<file path="src/rtl/srq_pkg.sv">
`default_nettype none
// ----------------------------------------------------------------------------
// srq_pkg
// Types, constants and helpers shared by the sorted request queue.
// ----------------------------------------------------------------------------
package srq_pkg;

  localparam int QUEUE_DEPTH = 16;
  localparam int LEVEL_BITS  = 5;
  localparam int TIME_BITS   = 16;

  localparam int ADDR_W = (QUEUE_DEPTH > 1) ? $clog2(QUEUE_DEPTH) : 1;
  localparam int CNT_W  = $clog2(QUEUE_DEPTH + 1);

  // Operation codes
  localparam logic [1:0] FUNC_INSERT = 2'd0;
  localparam logic [1:0] FUNC_POP    = 2'd1;
  localparam logic [1:0] FUNC_PEEK   = 2'd2;

  // Status codes
  localparam logic [1:0] ST_OK    = 2'd0;
  localparam logic [1:0] ST_EMPTY = 2'd1;
  localparam logic [1:0] ST_FULL  = 2'd2;

  // Sort key codes
  localparam logic [1:0] KEY_TIME     = 2'd0;
  localparam logic [1:0] KEY_DST_UP   = 2'd1;
  localparam logic [1:0] KEY_DST_DOWN = 2'd2;

  typedef struct packed {
    logic [1:0]            func;
    logic [TIME_BITS-1:0]  arrival_time;
    logic [LEVEL_BITS-1:0] from_level;
    logic [LEVEL_BITS-1:0] to_level;
  } req_t;

  typedef struct packed {
    logic [1:0]            status;
    logic [TIME_BITS-1:0]  head_time;
    logic [LEVEL_BITS-1:0] head_from;
    logic [LEVEL_BITS-1:0] head_to;
    logic [CNT_W-1:0]      occupancy;
    logic                  is_empty;
  } rsp_t;

  // One stored request record
  typedef struct packed {
    logic [TIME_BITS-1:0]  t;
    logic [LEVEL_BITS-1:0] src;
    logic [LEVEL_BITS-1:0] dst;
  } rec_t;

  localparam int REC_W = $bits(rec_t);

  typedef enum logic [2:0] {
    ST_IDLE,
    ST_SCAN,
    ST_TAIL,
    ST_HEAD,
    ST_RESP
  } state_t;

  // True when key(a) sorts strictly ahead of key(b)
  function automatic logic key_less(logic [1:0] key, rec_t a, rec_t b);
    logic res;
    case (key)
      KEY_TIME:     res = (a.t < b.t);
      KEY_DST_UP:   res = (a.dst < b.dst);
      KEY_DST_DOWN: res = (a.dst > b.dst);
      default:      res = 1'b0;
    endcase
    return res;
  endfunction

  // Step a ring address forward by one
  function automatic logic [ADDR_W-1:0] next_addr(logic [ADDR_W-1:0] a);
    logic [ADDR_W-1:0] res;
    if (a == ADDR_W'(QUEUE_DEPTH - 1)) begin
      res = '0;
    end else begin
      res = a + ADDR_W'(1);
    end
    return res;
  endfunction

endpackage
`default_nettype wire

</file>
<file path="src/rtl/srq_ram.sv">
`default_nettype none
// ----------------------------------------------------------------------------
// srq_ram
// Generic simple dual-port RAM: one write port, one registered read port.
// ----------------------------------------------------------------------------
module srq_ram #(
  parameter int WIDTH = 8,
  parameter int DEPTH = 16,
  localparam int AW = (DEPTH > 1) ? $clog2(DEPTH) : 1
) (
  input  wire logic             clk,
  input  wire logic             wr_en,
  input  wire logic [AW-1:0]    wr_addr,
  input  wire logic [WIDTH-1:0] wr_data,
  input  wire logic             rd_en,
  input  wire logic [AW-1:0]    rd_addr,
  output logic      [WIDTH-1:0] rd_data
);

  logic [WIDTH-1:0] mem [DEPTH];

  // Write port
  always_ff @(posedge clk) begin
    if (wr_en) begin
      mem[wr_addr] <= wr_data;
    end
  end

  // Registered read, hold data between reads
  always_ff @(posedge clk) begin
    if (rd_en) begin
      rd_data <= mem[rd_addr];
    end
  end

endmodule
`default_nettype wire

</file>
<file path="src/rtl/srq_ctrl.sv">
`default_nettype none
// ----------------------------------------------------------------------------
// srq_ctrl
// Queue sequencer: ring pointers, sorted-insert scan over the record RAM,
// head read for pop and peek, and the result register.
// ----------------------------------------------------------------------------
module srq_ctrl
  import srq_pkg::*;
(
  input  wire logic        clk,
  input  wire logic        rst,
  input  wire logic [1:0]  sort_key,
  input  wire logic        req_valid,
  output logic             req_stall,
  input  wire req_t        req,
  output logic             rsp_valid,
  input  wire logic        rsp_stall,
  output rsp_t             rsp,
  output logic             ram_wr_en,
  output logic [ADDR_W-1:0] ram_wr_addr,
  output logic [REC_W-1:0] ram_wr_data,
  output logic             ram_rd_en,
  output logic [ADDR_W-1:0] ram_rd_addr,
  input  wire logic [REC_W-1:0] ram_rd_data
);

  state_t            state, state_next;
  logic [ADDR_W-1:0] head, head_next;
  logic [CNT_W-1:0]  count, count_next;
  logic [CNT_W-1:0]  idx, idx_next;
  logic [ADDR_W-1:0] addr, addr_next;
  rec_t              carry, carry_next;
  logic              placing, placing_next;
  logic [1:0]        func, func_next;
  logic [1:0]        status, status_next;
  logic              rsp_load;
  rsp_t              rsp_next;

  logic              out_free;
  logic [ADDR_W:0]   tail_sum;
  logic [ADDR_W-1:0] tail_addr;
  rec_t              rd_rec;
  rec_t              req_rec;
  logic              take;

  assign out_free  = !rsp_valid || !rsp_stall;
  assign req_stall = (state != ST_IDLE);
  assign rd_rec    = rec_t'(ram_rd_data);
  assign req_rec   = '{t: req.arrival_time, src: req.from_level, dst: req.to_level};
  assign take      = placing || key_less(sort_key, carry, rd_rec);

  // Slot just past the last entry
  always_comb begin
    tail_sum = (ADDR_W + 1)'(head) + (ADDR_W + 1)'(count);
    if (tail_sum >= (ADDR_W + 1)'(QUEUE_DEPTH)) begin
      tail_sum = tail_sum - (ADDR_W + 1)'(QUEUE_DEPTH);
    end
    tail_addr = tail_sum[ADDR_W-1:0];
  end

  // Next state, RAM accesses and result
  always_comb begin
    state_next   = state;
    head_next    = head;
    count_next   = count;
    idx_next     = idx;
    addr_next    = addr;
    carry_next   = carry;
    placing_next = placing;
    func_next    = func;
    status_next  = status;
    ram_wr_en    = 1'b0;
    ram_wr_addr  = addr;
    ram_wr_data  = carry;
    ram_rd_en    = 1'b0;
    ram_rd_addr  = head;
    rsp_load     = 1'b0;
    rsp_next     = '{status: ST_OK, head_time: '0, head_from: '0, head_to: '0,
                     occupancy: count, is_empty: (count == '0)};

    case (state)
      ST_IDLE: begin
        if (req_valid) begin
          func_next    = req.func;
          carry_next   = req_rec;
          placing_next = 1'b0;
          idx_next     = '0;
          addr_next    = head;
          status_next  = ST_OK;
          case (req.func)
            FUNC_INSERT: begin
              if (count == CNT_W'(QUEUE_DEPTH)) begin
                status_next = ST_FULL;
                state_next  = ST_RESP;
              end else if (count == '0) begin
                state_next = ST_TAIL;
              end else begin
                ram_rd_en  = 1'b1;
                state_next = ST_SCAN;
              end
            end
            FUNC_POP, FUNC_PEEK: begin
              if (count == '0) begin
                status_next = ST_EMPTY;
                state_next  = ST_RESP;
              end else begin
                ram_rd_en  = 1'b1;
                state_next = ST_HEAD;
              end
            end
            default: begin
              state_next = ST_RESP;
            end
          endcase
        end
      end

      // Walk from the head; once the new record is placed, ripple entries up
      ST_SCAN: begin
        if (take) begin
          ram_wr_en    = 1'b1;
          carry_next   = rd_rec;
          placing_next = 1'b1;
        end
        if (idx + CNT_W'(1) == count) begin
          state_next = ST_TAIL;
        end else begin
          ram_rd_en   = 1'b1;
          ram_rd_addr = next_addr(addr);
          idx_next    = idx + CNT_W'(1);
          addr_next   = next_addr(addr);
        end
      end

      // Write the carried record into the free slot and commit
      ST_TAIL: begin
        ram_wr_addr = tail_addr;
        if (out_free) begin
          ram_wr_en          = 1'b1;
          count_next         = count + CNT_W'(1);
          rsp_load           = 1'b1;
          rsp_next.occupancy = count + CNT_W'(1);
          rsp_next.is_empty  = 1'b0;
          state_next         = ST_IDLE;
        end
      end

      // Return the head; a pop also drops it
      ST_HEAD: begin
        if (out_free) begin
          rsp_load           = 1'b1;
          rsp_next.head_time = rd_rec.t;
          rsp_next.head_from = rd_rec.src;
          rsp_next.head_to   = rd_rec.dst;
          if (func == FUNC_POP) begin
            head_next          = next_addr(head);
            count_next         = count - CNT_W'(1);
            rsp_next.occupancy = count - CNT_W'(1);
            rsp_next.is_empty  = (count == CNT_W'(1));
          end
          state_next = ST_IDLE;
        end
      end

      ST_RESP: begin
        if (out_free) begin
          rsp_load        = 1'b1;
          rsp_next.status = status;
          state_next      = ST_IDLE;
        end
      end

      default: begin
        state_next = ST_IDLE;
      end
    endcase
  end

  // Control state
  always_ff @(posedge clk) begin
    if (rst) begin
      state     <= ST_IDLE;
      head      <= '0;
      count     <= '0;
      rsp_valid <= 1'b0;
    end else begin
      state <= state_next;
      head  <= head_next;
      count <= count_next;
      if (rsp_load) begin
        rsp_valid <= 1'b1;
      end else if (!rsp_stall) begin
        rsp_valid <= 1'b0;
      end
    end
  end

  // Working registers and result payload
  always_ff @(posedge clk) begin
    idx     <= idx_next;
    addr    <= addr_next;
    carry   <= carry_next;
    placing <= placing_next;
    func    <= func_next;
    status  <= status_next;
    if (rsp_load) begin
      rsp <= rsp_next;
    end
  end

  // Occupancy never passes the queue depth
  a_count_range: assert property (@(posedge clk) disable iff (rst)
    count <= CNT_W'(QUEUE_DEPTH))
    else $error("srq_ctrl: occupancy beyond depth");

  // RAM is written only by the insert path
  a_write_state: assert property (@(posedge clk) disable iff (rst)
    ram_wr_en |-> (state == ST_SCAN || state == ST_TAIL))
    else $error("srq_ctrl: write outside insert");

  // A completed pop drops exactly one entry
  a_pop_count: assert property (@(posedge clk) disable iff (rst)
    (state == ST_HEAD && out_free && func == FUNC_POP)
      |=> count == $past(count) - CNT_W'(1))
    else $error("srq_ctrl: pop count mismatch");

  // A full status is reported only on a full queue
  a_full_status: assert property (@(posedge clk) disable iff (rst)
    (rsp_load && rsp_next.status == ST_FULL) |-> count == CNT_W'(QUEUE_DEPTH))
    else $error("srq_ctrl: full status on non-full queue");

  // Results show up only after the sequencer leaves idle
  a_load_busy: assert property (@(posedge clk) disable iff (rst)
    rsp_load |-> state != ST_IDLE)
    else $error("srq_ctrl: result loaded from idle");

endmodule
`default_nettype wire

</file>
<file path="src/rtl/sorted_request_queue_top.sv">
`default_nettype none
// ----------------------------------------------------------------------------
// sorted_request_queue_top
// Bounded request queue kept in key order in a ring-addressed record RAM.
//
//   channel   dir   handshake              payload
//   req       in    req_valid / req_stall  req_t (func, time, from, to)
//   rsp       out   rsp_valid / rsp_stall  rsp_t (status, head, occupancy)
//   config    in    APB psel/penable/...   sort_key at byte address 0
//
// Insert into n held entries does one read-modify-write step per entry on the
// record RAM, then the tail write. Pop and peek accept with the head read, then
// give the result; refused and unused ones accept, then give the result.
// One item is worked on at a time; a new item is taken while a result waits.
// Reset empties the queue and sets sort_key to time ascending; no RAM pass.
// A stalled result holds in the output register; the last step waits for it.
// ----------------------------------------------------------------------------
module sorted_request_queue_top
  import srq_pkg::*;
(
  input  wire logic        clk,
  input  wire logic        rst,
  input  wire logic        req_valid,
  output logic             req_stall,
  input  wire req_t        req,
  output logic             rsp_valid,
  input  wire logic        rsp_stall,
  output rsp_t             rsp,
  input  wire logic        psel,
  input  wire logic        penable,
  input  wire logic        pwrite,
  input  wire logic [2:0]  paddr,
  input  wire logic [31:0] pwdata,
  output logic [31:0]      prdata,
  output logic             pready
);

  localparam logic REG_SORT_KEY = 1'b0;

  logic [1:0]        sort_key;
  logic              cfg_wr;
  logic              ram_wr_en;
  logic [ADDR_W-1:0] ram_wr_addr;
  logic [REC_W-1:0]  ram_wr_data;
  logic              ram_rd_en;
  logic [ADDR_W-1:0] ram_rd_addr;
  logic [REC_W-1:0]  ram_rd_data;

  // Register port
  assign pready = 1'b1;
  assign cfg_wr = psel && penable && pwrite && (paddr[2] == REG_SORT_KEY);
  assign prdata = (paddr[2] == REG_SORT_KEY) ? 32'(sort_key) : '0;

  always_ff @(posedge clk) begin
    if (rst) begin
      sort_key <= KEY_TIME;
    end else if (cfg_wr) begin
      sort_key <= pwdata[1:0];
    end
  end

  srq_ctrl u_ctrl (
    .clk         (clk),
    .rst         (rst),
    .sort_key    (sort_key),
    .req_valid   (req_valid),
    .req_stall   (req_stall),
    .req         (req),
    .rsp_valid   (rsp_valid),
    .rsp_stall   (rsp_stall),
    .rsp         (rsp),
    .ram_wr_en   (ram_wr_en),
    .ram_wr_addr (ram_wr_addr),
    .ram_wr_data (ram_wr_data),
    .ram_rd_en   (ram_rd_en),
    .ram_rd_addr (ram_rd_addr),
    .ram_rd_data (ram_rd_data)
  );

  srq_ram #(
    .WIDTH (REC_W),
    .DEPTH (QUEUE_DEPTH)
  ) u_records (
    .clk     (clk),
    .wr_en   (ram_wr_en),
    .wr_addr (ram_wr_addr),
    .wr_data (ram_wr_data),
    .rd_en   (ram_rd_en),
    .rd_addr (ram_rd_addr),
    .rd_data (ram_rd_data)
  );

endmodule
`default_nettype wire
</file>
<file path="config.mk">
export PLATFORM = sky130hd
export DESIGN_NAME = sorted_request_queue_top
export DESIGN_NICKNAME = d
export VERILOG_FILES = /design/src/rtl/srq_pkg.sv /design/src/rtl/srq_ram.sv /design/src/rtl/srq_ctrl.sv /design/src/rtl/sorted_request_queue_top.sv
export SDC_FILE = /design/constraint.sdc
export NUM_CORES = 1
export LEC_CHECK = 0
export BUFFER_PORTS_ARGS = -buffer_cell sky130_fd_sc_hd__buf_4
export CAP_MARGIN = 20
export CORE_MARGIN = 3
export CORE_UTILIZATION = 35
export DETAILED_ROUTE_END_ITERATION = 7
export SKIP_CTS_REPAIR_TIMING = 1
export SYNTH_ARGS = -nofsm -noshare
export SYNTH_HDL_FRONTEND = slang
export SYNTH_SLANG_ARGS = --single-unit
</file>
<file path="constraint.sdc">
create_clock -name clk -period 6.2 [get_ports clk]
set_clock_uncertainty 0.15 [all_clocks]
set_input_delay 1.24 -clock clk [delete_from_list [all_inputs] [get_ports clk]]
set_output_delay 1.24 -clock clk [all_outputs]
set_load 0.01 [all_outputs]
</file>
==> impl.org, run 1 <==
** GRT
- The first global-routing pass estimated 74900 µm of wire.
- Global routing consumed, over all layers together, 15.7% of the routing resources.
- Antenna violations before repair :: 0
- Pin count of the biggest net entering global routing :: 76
- The total overflow left after global routing is 0.
- The number of global-route vias before repair was 11559.

** Placed design
- Placed Area :: 23200 µm²
- The congestion estimate from routability-driven global placement came to 0.764.
- Estimated wirelength of the detail-placed design :: approximately 27000 µm
- In this run the tool buffered the top-level ports with 75 buffer cells.

** Setup path
- Following the worst setup path forward leads to its endpoint at u_records.rd_data[12].
- Counting cells, the worst reg-to-reg path comes to 9.
- Along the worst path, the maximum fanout reaches 75.
- The worst register-to-register path has a setup slack of 1.89 ns.
- STA puts the critical path data required time at around 6.4 ns.
- Start point of the critical path :: u_ctrl.idx[0]
- The worst register-to-register path ends at u_records.rd_data[12].
- Critical-path top delay cell :: sky130_fd_sc_hd__or4_1
- In this run the critical register-to-register path is launched from u_ctrl.idx[0].
- The worst setup path is captured at a flop.
- Crit path largest cell delay :: 0.57 ns
- Startpoint-to-endpoint class of the critical path :: reg -> reg
- Arr. time, crit path :: between 4 and 5 ns
- The critical path crosses 9 cells after its start point.
- CP delay by family, top :: simple AND/OR/NAND/NOR gates
- The worst setup path is launched from a flop.
- The number of buffers and inverters on the critical path is 1.
- Cell chain of the critical path :: ha_1 > or3_1 > a311oi_4 > nor2_4 > mux2i_4 > buf_12 > mux2i_1 > o22ai_1 > or4_1

** Detailed routing
- Number of nets with antenna violations after routing :: 0
- Summing over every cut layer, the via total after detailed routing is 11748.
- The pre-antenna-repair detailed-routing pass consisted of 5 iterations.
- Iteration-0 DRC count of the detailed router :: 1096
- Sum of routed wire length over all layers :: 51000 µm
- In the final routed layout, each cell accounts on average for 22.5 µm.
- Detail-routed via count per cell :: 5.18
- Number of remaining DRC errors :: 0

** Finish
- The library cell used most frequently in the layout, excluding fill and tap cells, is sky130_fd_sc_hd__edfxtp_1.
- Final cell utilization of the core :: just over 40%
- 0 antenna diodes ended up in the layout.
- Share of layout cells above drive strength 1 :: 14.3%
- Post-layout net count :: 1547
- Commonest cells after routing, fill and taps aside :: 516 x sky130_fd_sc_hd__edfxtp_1, 211 x sky130_fd_sc_hd__mux2i_1, 104 x sky130_fd_sc_hd__o22ai_1
- Compared with the post-synthesis result, the final layout area differs by 14.5%.
- Area of all placed cells without fillers :: 24800 µm²

** Run
- Max-cap violations in this run came to 0.

** Yosys
- Synth top area cells :: sky130_fd_sc_hd__edfxtp_1 71%, sky130_fd_sc_hd__mux2i_1 9.8%, sky130_fd_sc_hd__o22ai_1 3.0%
- Fraction of synthesized cell area taken by the top area cell type :: 71.4%
- For this run, asynchronously set or reset flops after synthesis account for 0%.
- In this run the mean area of a mapped cell was 16.1 µm².
- After synthesis the cells add up to 21700 µm².
- Post-synth top area cell :: sky130_fd_sc_hd__edfxtp_1
- Post-synth EDFFs :: approximately 520
- Number of different library cells in the post-synthesis netlist :: 60
- Counting flops and latches in the post-synthesis netlist gives 531.
- Yosys Warn Count :: 0
- Portion of the post-synthesis area used by sequential elements :: between 70% and 80%
- The most used flip-flop cell after synthesis is sky130_fd_sc_hd__edfxtp_1.
- Instance count of the mapped netlist :: 1345

** Clock tree
- Clock tree synthesis inserted a total of 54 buffers.
- Clk buf depth :: 3
- Cell chosen for the clock root :: sky130_fd_sc_hd__clkbuf_16
- The clock drives 531 sinks.
- Maximum level of the CTS H-tree :: 2
- Clock-pin slew was measured on the worst setup and hold paths at 0.06 ns.
- Clock latency on the worst-skew pair, taken at its later pin, is 0.60 ns.
- Clock tree from TritonCTS :: yes

** Floorplanning
- 139 I/O pins were placed.
- DIE HEIGHT :: 255 µm
- Initial core utilization :: 35.7%
- Placeable core area :: 60800 µm²
- Die W :: 255 µm
- Std cell rows :: 90
- The floorplan step defined a die boundary enclosing 65000 µm².

** Power
- VDD sags by at most approximately 0.00019 V.
- Dividing total power by cell area gives a power density of 317 nW/µm².
- Leakage Power :: 9.79 nW

** STA
- For the pin with the worst max-slew slack, the measured transition is 1.08 ns.
- The final critical path takes up 69.5% of the cycle.
- Min cycle time layout :: 4.31 ns
- Achievable frequency :: ~230 MHz
- Setup repair after global routing left no endpoint under its margin.
- The final hold violation count came to 0.
- Total negative slack for setup checks :: 0 ns
- Worst-case headroom to the max-slew limit :: 27.8%
- Setup-violating endpoint count in the final report :: 0
- The max-slew violation count is 0.

** Min path
- The worst hold path belongs to the class reg -> reg.

** Run status
- Status :: completed
==> how the worst min path moves through the flow <==
stage	startpoint	end	slack [ns]	depth (start not counted)
6_report	u_records.rd_data[9]	u_ctrl.ram_wr_data[9]	0.38	2
5_1_grt	u_records.rd_data[1]	u_ctrl.rsp[7]	0.42	1
4_1_cts	u_records.rd_data[9]	u_ctrl.ram_wr_data[9]	0.39	2
3_5_place_dp	u_records.rd_data[9]	u_ctrl.ram_wr_data[9]	0.37	2
3_3_place_gp	u_records.rd_data[9]	u_ctrl.ram_wr_data[9]	0.38	2
2_1_floorplan	sort_key[1]	sort_key[1]	0.34	2
==> report_power, final <==
part           switching, W  total, W  internal, W
Combinational      0.000310  0.000486     0.000176
Clock               0.00133   0.00308      0.00176
Sequential         0.000142   0.00429      0.00415
==> synth_stat cells (2+ instances only) <==
cell type                    n
sky130_fd_sc_hd__nand3b_1    4
sky130_fd_sc_hd__o31ai_1     2
sky130_fd_sc_hd__and3_1      4
sky130_fd_sc_hd__nor2_1     19
sky130_fd_sc_hd__buf_4      48
sky130_fd_sc_hd__and4_1      2
sky130_fd_sc_hd__a21o_1      8
sky130_fd_sc_hd__nand2_4     3
sky130_fd_sc_hd__buf_2      22
sky130_fd_sc_hd__edfxtp_1  516
sky130_fd_sc_hd__nand3_1     8
sky130_fd_sc_hd__nor2b_1    13
sky130_fd_sc_hd__o21ai_1     3
sky130_fd_sc_hd__inv_1      30
sky130_fd_sc_hd__nor3_1     19
sky130_fd_sc_hd__or3_1       4
sky130_fd_sc_hd__nand2b_1    8
sky130_fd_sc_hd__or4_1      26
sky130_fd_sc_hd__dfxtp_1    15
sky130_fd_sc_hd__a221o_1     2
sky130_fd_sc_hd__o21a_1      4
sky130_fd_sc_hd__a221oi_1    2
sky130_fd_sc_hd__nand2_1    77
sky130_fd_sc_hd__nor4_1      3
sky130_fd_sc_hd__mux2i_1   212
sky130_fd_sc_hd__xor2_1      9
sky130_fd_sc_hd__a21oi_1    22
sky130_fd_sc_hd__buf_6       2
sky130_fd_sc_hd__clkbuf_1   17
sky130_fd_sc_hd__nand4_1     2
sky130_fd_sc_hd__o22ai_1   104
sky130_fd_sc_hd__a22oi_1     2
sky130_fd_sc_hd__o21ai_4     2
sky130_fd_sc_hd__ha_1       31
sky130_fd_sc_hd__a311oi_1    2
sky130_fd_sc_hd__conb_1      2
sky130_fd_sc_hd__xnor2_1     9
sky130_fd_sc_hd__and2_1     27
sky130_fd_sc_hd__o21ai_0    37
sky130_fd_sc_hd__nand2_2     3
==> final cells by class <==
cell class                      instances  area, µm²
Clock buffer                           69       1430
Sequential cell                       531      15800
Inverter                               30        113
Multi-Input combinational cell        724       5450
Clock inverter                         28        244
Fill cell                            5470      36000
Tap cell                              782        978
Timing Repair Buffer                  104        818
==> per-layer routing <==
layer	vias up	GRT usage, %	share of wire [%]
li1	5362	-	-
met1	5914	21.3	43
met2	392	26.2	49
met3	80	2.30	5.7
met4	0	5.05	2.6
met5	-	0	0
==> metrics by stage <==
| step | hold WS, ns | cells | power (W) | setup slack (ns) |
|---|---|---|---|---|
| after floorplan | 0.343 | 1374 | 0.00461 | 1.43 |
| after global placement | 0.376 | 2171 | 0.00485 | 1.93 |
| after detailed placement | 0.372 | 2171 | 0.00486 | 1.92 |
| after CTS | 0.387 | 2268 | 0.00795 | 1.91 |
| after global routing | 0.423 | 2268 | 0.00816 | 1.66 |
| final | 0.385 | 2268 | 0.00786 | 1.89 |
==> flip-flops by register name (all words and copies together) (netlist names), 3 cells and up <==
name / count
u_ctrl.addr: 4
u_ctrl.count: 5
u_ctrl.head: 4
u_ctrl.idx: 5
u_ctrl.ram_wr_data: 26
u_ctrl.rsp: 34
u_ctrl.state: 3
u_records.mem: 416
u_records.rd_data: 26
==> cells by family after synthesis <==
kind of cell             count (synthesis)  synth area share [%]
multiplexers                           214                  9.91
other                                    2                0.0346
buffers and inverters                  119                  3.09
flip-flops                             531                  72.8
AND/OR/NAND/NOR                        229                  5.70
AO/OA/AOI/OAI                          200                  5.86
adder cells (fa/ha/maj)                 32                  1.88
XOR/XNOR                                18                 0.727
==> worst min-delay path, cell delays in order, from the launching register on <==
cell and delay [ns]:
sky130_fd_sc_hd__edfxtp_1 0.33, sky130_fd_sc_hd__nand2_1 0.05, sky130_fd_sc_hd__nand2_1 0.05
No activity file was read; power rests on OpenSTA's default activity.
==> run 2, diff against run 1 <==
==> constraint.sdc (replaced) <==
create_clock -name clk -period 3.65 [get_ports clk]
set_clock_uncertainty 0.15 [all_clocks]
set_input_delay 0.73 -clock clk [delete_from_list [all_inputs] [get_ports clk]]
set_output_delay 0.73 -clock clk [all_outputs]
set_load 0.01 [all_outputs]
==> impl.org, run 2 (synthesis gave the netlist of run 1 again) <==
** Setup path
- R2r endpoint :: u_records.rd_data[10]
- Critical-path top delay cell :: sky130_fd_sc_hd__or4_1
- The startpoint identified for the worst register-to-register timing path is u_ctrl.idx[1].
- Cell chain of the critical path :: ha_4 > or3_4 > a311oi_4 > nor2_4 > mux2i_4 > buf_6 > buf_12 > buf_12 > mux2i_2 > o22ai_1 > or4_1
- Nature of the critical path startpoint :: flop
- Startpoint-to-endpoint class of the critical path :: reg -> reg
- Cell occurring most often along the worst timing path :: sky130_fd_sc_hd__buf_12
- Crit path largest cell delay :: 0.53 ns
- Depth of the most critical reg-to-reg path :: 11
- Critical path endpoint category :: flop
- Arr. time, crit path :: 3.76 ns
- Setup slack of the most critical reg-to-reg path :: 0.06 ns
- For the worst setup path, the data required time is 3.82 ns.
- Critical-path maximum fanout :: 13

** Detailed routing
- In this run, the number of DRC markers left after iteration 0 of detailed routing was 1037.
- After detailed routing, the average wire length per cell comes to about 22 µm.
- 1st-pass router iterations :: 7
- Number of nets with antenna violations after routing :: 0
- Number of remaining DRC errors :: 0
- The final layout contains routed wiring with a total length of 52900 µm.
- Dividing the detail-routed via count by the number of cells gives 5.13.
- Detailed routing inserted a total of 12132 vias.

** Power
- Internal power comes to 0.0109 W.
- Leakage Power :: roughly 11 nW
- Combinational group share of total power :: 8.0%
- Net switching is 22.3% of the power.
- IR analysis of the VDD net gives a maximum drop of around 0.00038 V.
- Power density over cell area :: 530 nW/µm²
- Switching power :: 0.00312 W
- Part of the total power dissipated in the clock network :: approximately two fifths
- The share of total power dissipated in sequential elements is 51.2%.

** Finish
- The register with the most flip-flops in the layout has 416 of them.
- Growth of design area from synthesis to finish :: 21.9%
- u_records.mem holds more flip-flops than any other register.
- The final layout contains 1641 nets.
- Commonest cells after routing, fill and taps aside :: 516 x sky130_fd_sc_hd__edfxtp_1, 209 x sky130_fd_sc_hd__mux2i_1, 149 x sky130_fd_sc_hd__buf_4
- Registers with the most flip-flops :: u_records.mem (416), u_ctrl.rsp (34)
- The layout has 5328 filler cells.
- The library cell used most frequently in the layout, excluding fill and tap cells, is sky130_fd_sc_hd__edfxtp_1.
- 0 antenna diodes ended up in the layout.
- Final cell utilization of the core :: between 40% and 50%
- Share of layout cells above drive strength 1 :: approximately 20%

** Clock tree
- Clock tree from TritonCTS :: yes
- Clock-pin slew of the registers on the worst-case setup and hold paths :: around 0.060 ns
- Clk buf depth :: 3
- At the later pin of the worst-skew pair, clock insertion delay measures 0.60 ns.
- Maximum level of the CTS H-tree :: 2
- Clock Sinks :: 531
- In this run, CTS created clock tree buffers numbering 54.
- Cell chosen for the clock root :: sky130_fd_sc_hd__clkbuf_16

** Floorplanning
- DIE HEIGHT :: 255 µm
- Die W :: 255 µm
- Row generation in the floorplan step produced 90 rows.
- The floorplan step defined a die boundary enclosing roughly 65000 µm².
- Once the floorplan was initialized, standard cells occupied between 30% and 40% of the core.
- Number of primary I/O pins :: 139
- The floorplan step defined a core boundary enclosing just over 60000 µm².

** Placed design
- Prior to clock tree synthesis, the placed netlist has a worst setup slack of just under 0.03 ns.
- RD Place Congestion :: 0.777
- Estimated wirelength of the detail-placed design :: 32000 µm
- Buffers placed on the I/O ports in this run total 75.

** STA
- Final Hold Viols :: 0
- The worst path uses around 100% of the clock period.
- Worst setup margin :: 0.0644 ns
- Total negative slack for setup checks :: 0 ns
- Min cycle time layout :: 3.59 ns
- Achievable frequency :: 279 MHz
- Fin. max-slew vios :: 0
- Hold WS :: 0.183 ns
- Worst-case headroom to the max-slew limit :: between 40% and 50%
- Setup repair after global routing could not meet its margin everywhere.
- For the pin with the worst max-slew slack, the measured transition is 0.777 ns.
- Setup-violating endpoint count in the final report :: 0

** GRT
- GRT Overall Usage :: 15.9%
- Antenna violations before repair :: 0
- The number of global-route vias before repair was 11919.
- For this run the aggregate overflow at the end of global routing stands at 0.
- Pin count of the biggest net entering global routing :: 32
- The first global-routing pass estimated about 76000 µm of wire.

** Min path
- Hold Path Origin :: req[26]
- The min-delay analysis places its worst path in the category in -> reg.
- The worst hold path terminates at u_ctrl.func[0].
- Along the worst hold path, the cell count comes to 1.

** Run
- Max-cap violations :: 0

** Run status
- Status :: completed
## run 2: changes by cell type in the layout (fill, tap and decap cells not counted), moves of 4 or more
cell,change
sky130_fd_sc_hd__bufinv_16,+6
sky130_fd_sc_hd__buf_6,+4
sky130_fd_sc_hd__clkinv_2,+6
sky130_fd_sc_hd__buf_12,+35
sky130_fd_sc_hd__nor3_4,+16
sky130_fd_sc_hd__clkbuf_16,+6
sky130_fd_sc_hd__buf_4,+48
sky130_fd_sc_hd__nor3_2,-16
sky130_fd_sc_hd__clkbuf_1,-7
## run 2: cell type report
| type | instances | area (µm²) | share of cell area [%] |
|---|---|---|---|
| clock buffer | 63 | 1430 | 5.40 |
| clock inverter | 37 | 429 | 1.62 |
| inverter | 30 | 113 | 0.426 |
| multi-input combinational | 724 | 5600 | 21.2 |
| sequential | 531 | 15800 | 59.7 |
| tap | 782 | 978 | 3.70 |
| timing repair buffer | 198 | 2100 | 7.96 |
## run 2: how the worst max path moves through the flow
stage / startpoint / end / slack [ns] / cells past startpoint
after floorplan: u_ctrl.count[1] / u_records.mem[0][0] / -0.15 / 8
after global placement: u_ctrl.idx[0] / u_records.rd_data[19] / 0.02 / 10
after detailed placement: u_ctrl.idx[0] / u_records.rd_data[1] / 0.03 / 10
after CTS: u_ctrl.idx[0] / u_records.rd_data[10] / 0.01 / 10
after global routing: u_ctrl.idx[0] / u_records.rd_data[23] / -0.02 / 11
final: u_ctrl.idx[1] / u_records.rd_data[10] / 0.06 / 11
## run 2: power groups by stage
stage               sequential, W  combinational (W)  clock (W)
floorplan                 0.00736           0.000501          0
global placement          0.00730            0.00110          0
detailed placement        0.00730            0.00112          0
CTS                       0.00718            0.00113    0.00584
global route              0.00720            0.00123    0.00605
finish                    0.00718            0.00112    0.00571
## run 2: routing by layer
| layer | up-vias | part of all wire, % | wire (µm) | global-route usage [%] |
|---|---|---|---|---|
| met5 | - | 0 | 0 | 0 |
| met4 | 0 | 2.4 | 1290 | 4.95 |
| met3 | 73 | 5.3 | 2820 | 2.19 |
| met2 | 373 | 49 | 25800 | 26.9 |
| met1 | 6114 | 44 | 23000 | 21.5 |
| li1 | 5572 | - | - | - |
## run 2: through the flow
stage | instances | area [µm²] | power (W)
floorplan | 1374 | 22000 | 0.00786
global placement | 2255 | 24400 | 0.00840
detailed placement | 2255 | 24400 | 0.00843
CTS | 2355 | 26200 | 0.0141
global route | 2365 | 26400 | 0.0145
finish | 2365 | 26400 | 0.0140
## run 2: critical path, delay by kind of cell, from the launching register on
family,cells,cell delay (ns)
and+or+nand+nor,3,1.02
AOI/OAI and AO/OA,2,0.52
muxes,2,0.51
buffers and inverters,3,0.47
DFF,1,0.43
adders and majority gates,1,0.20
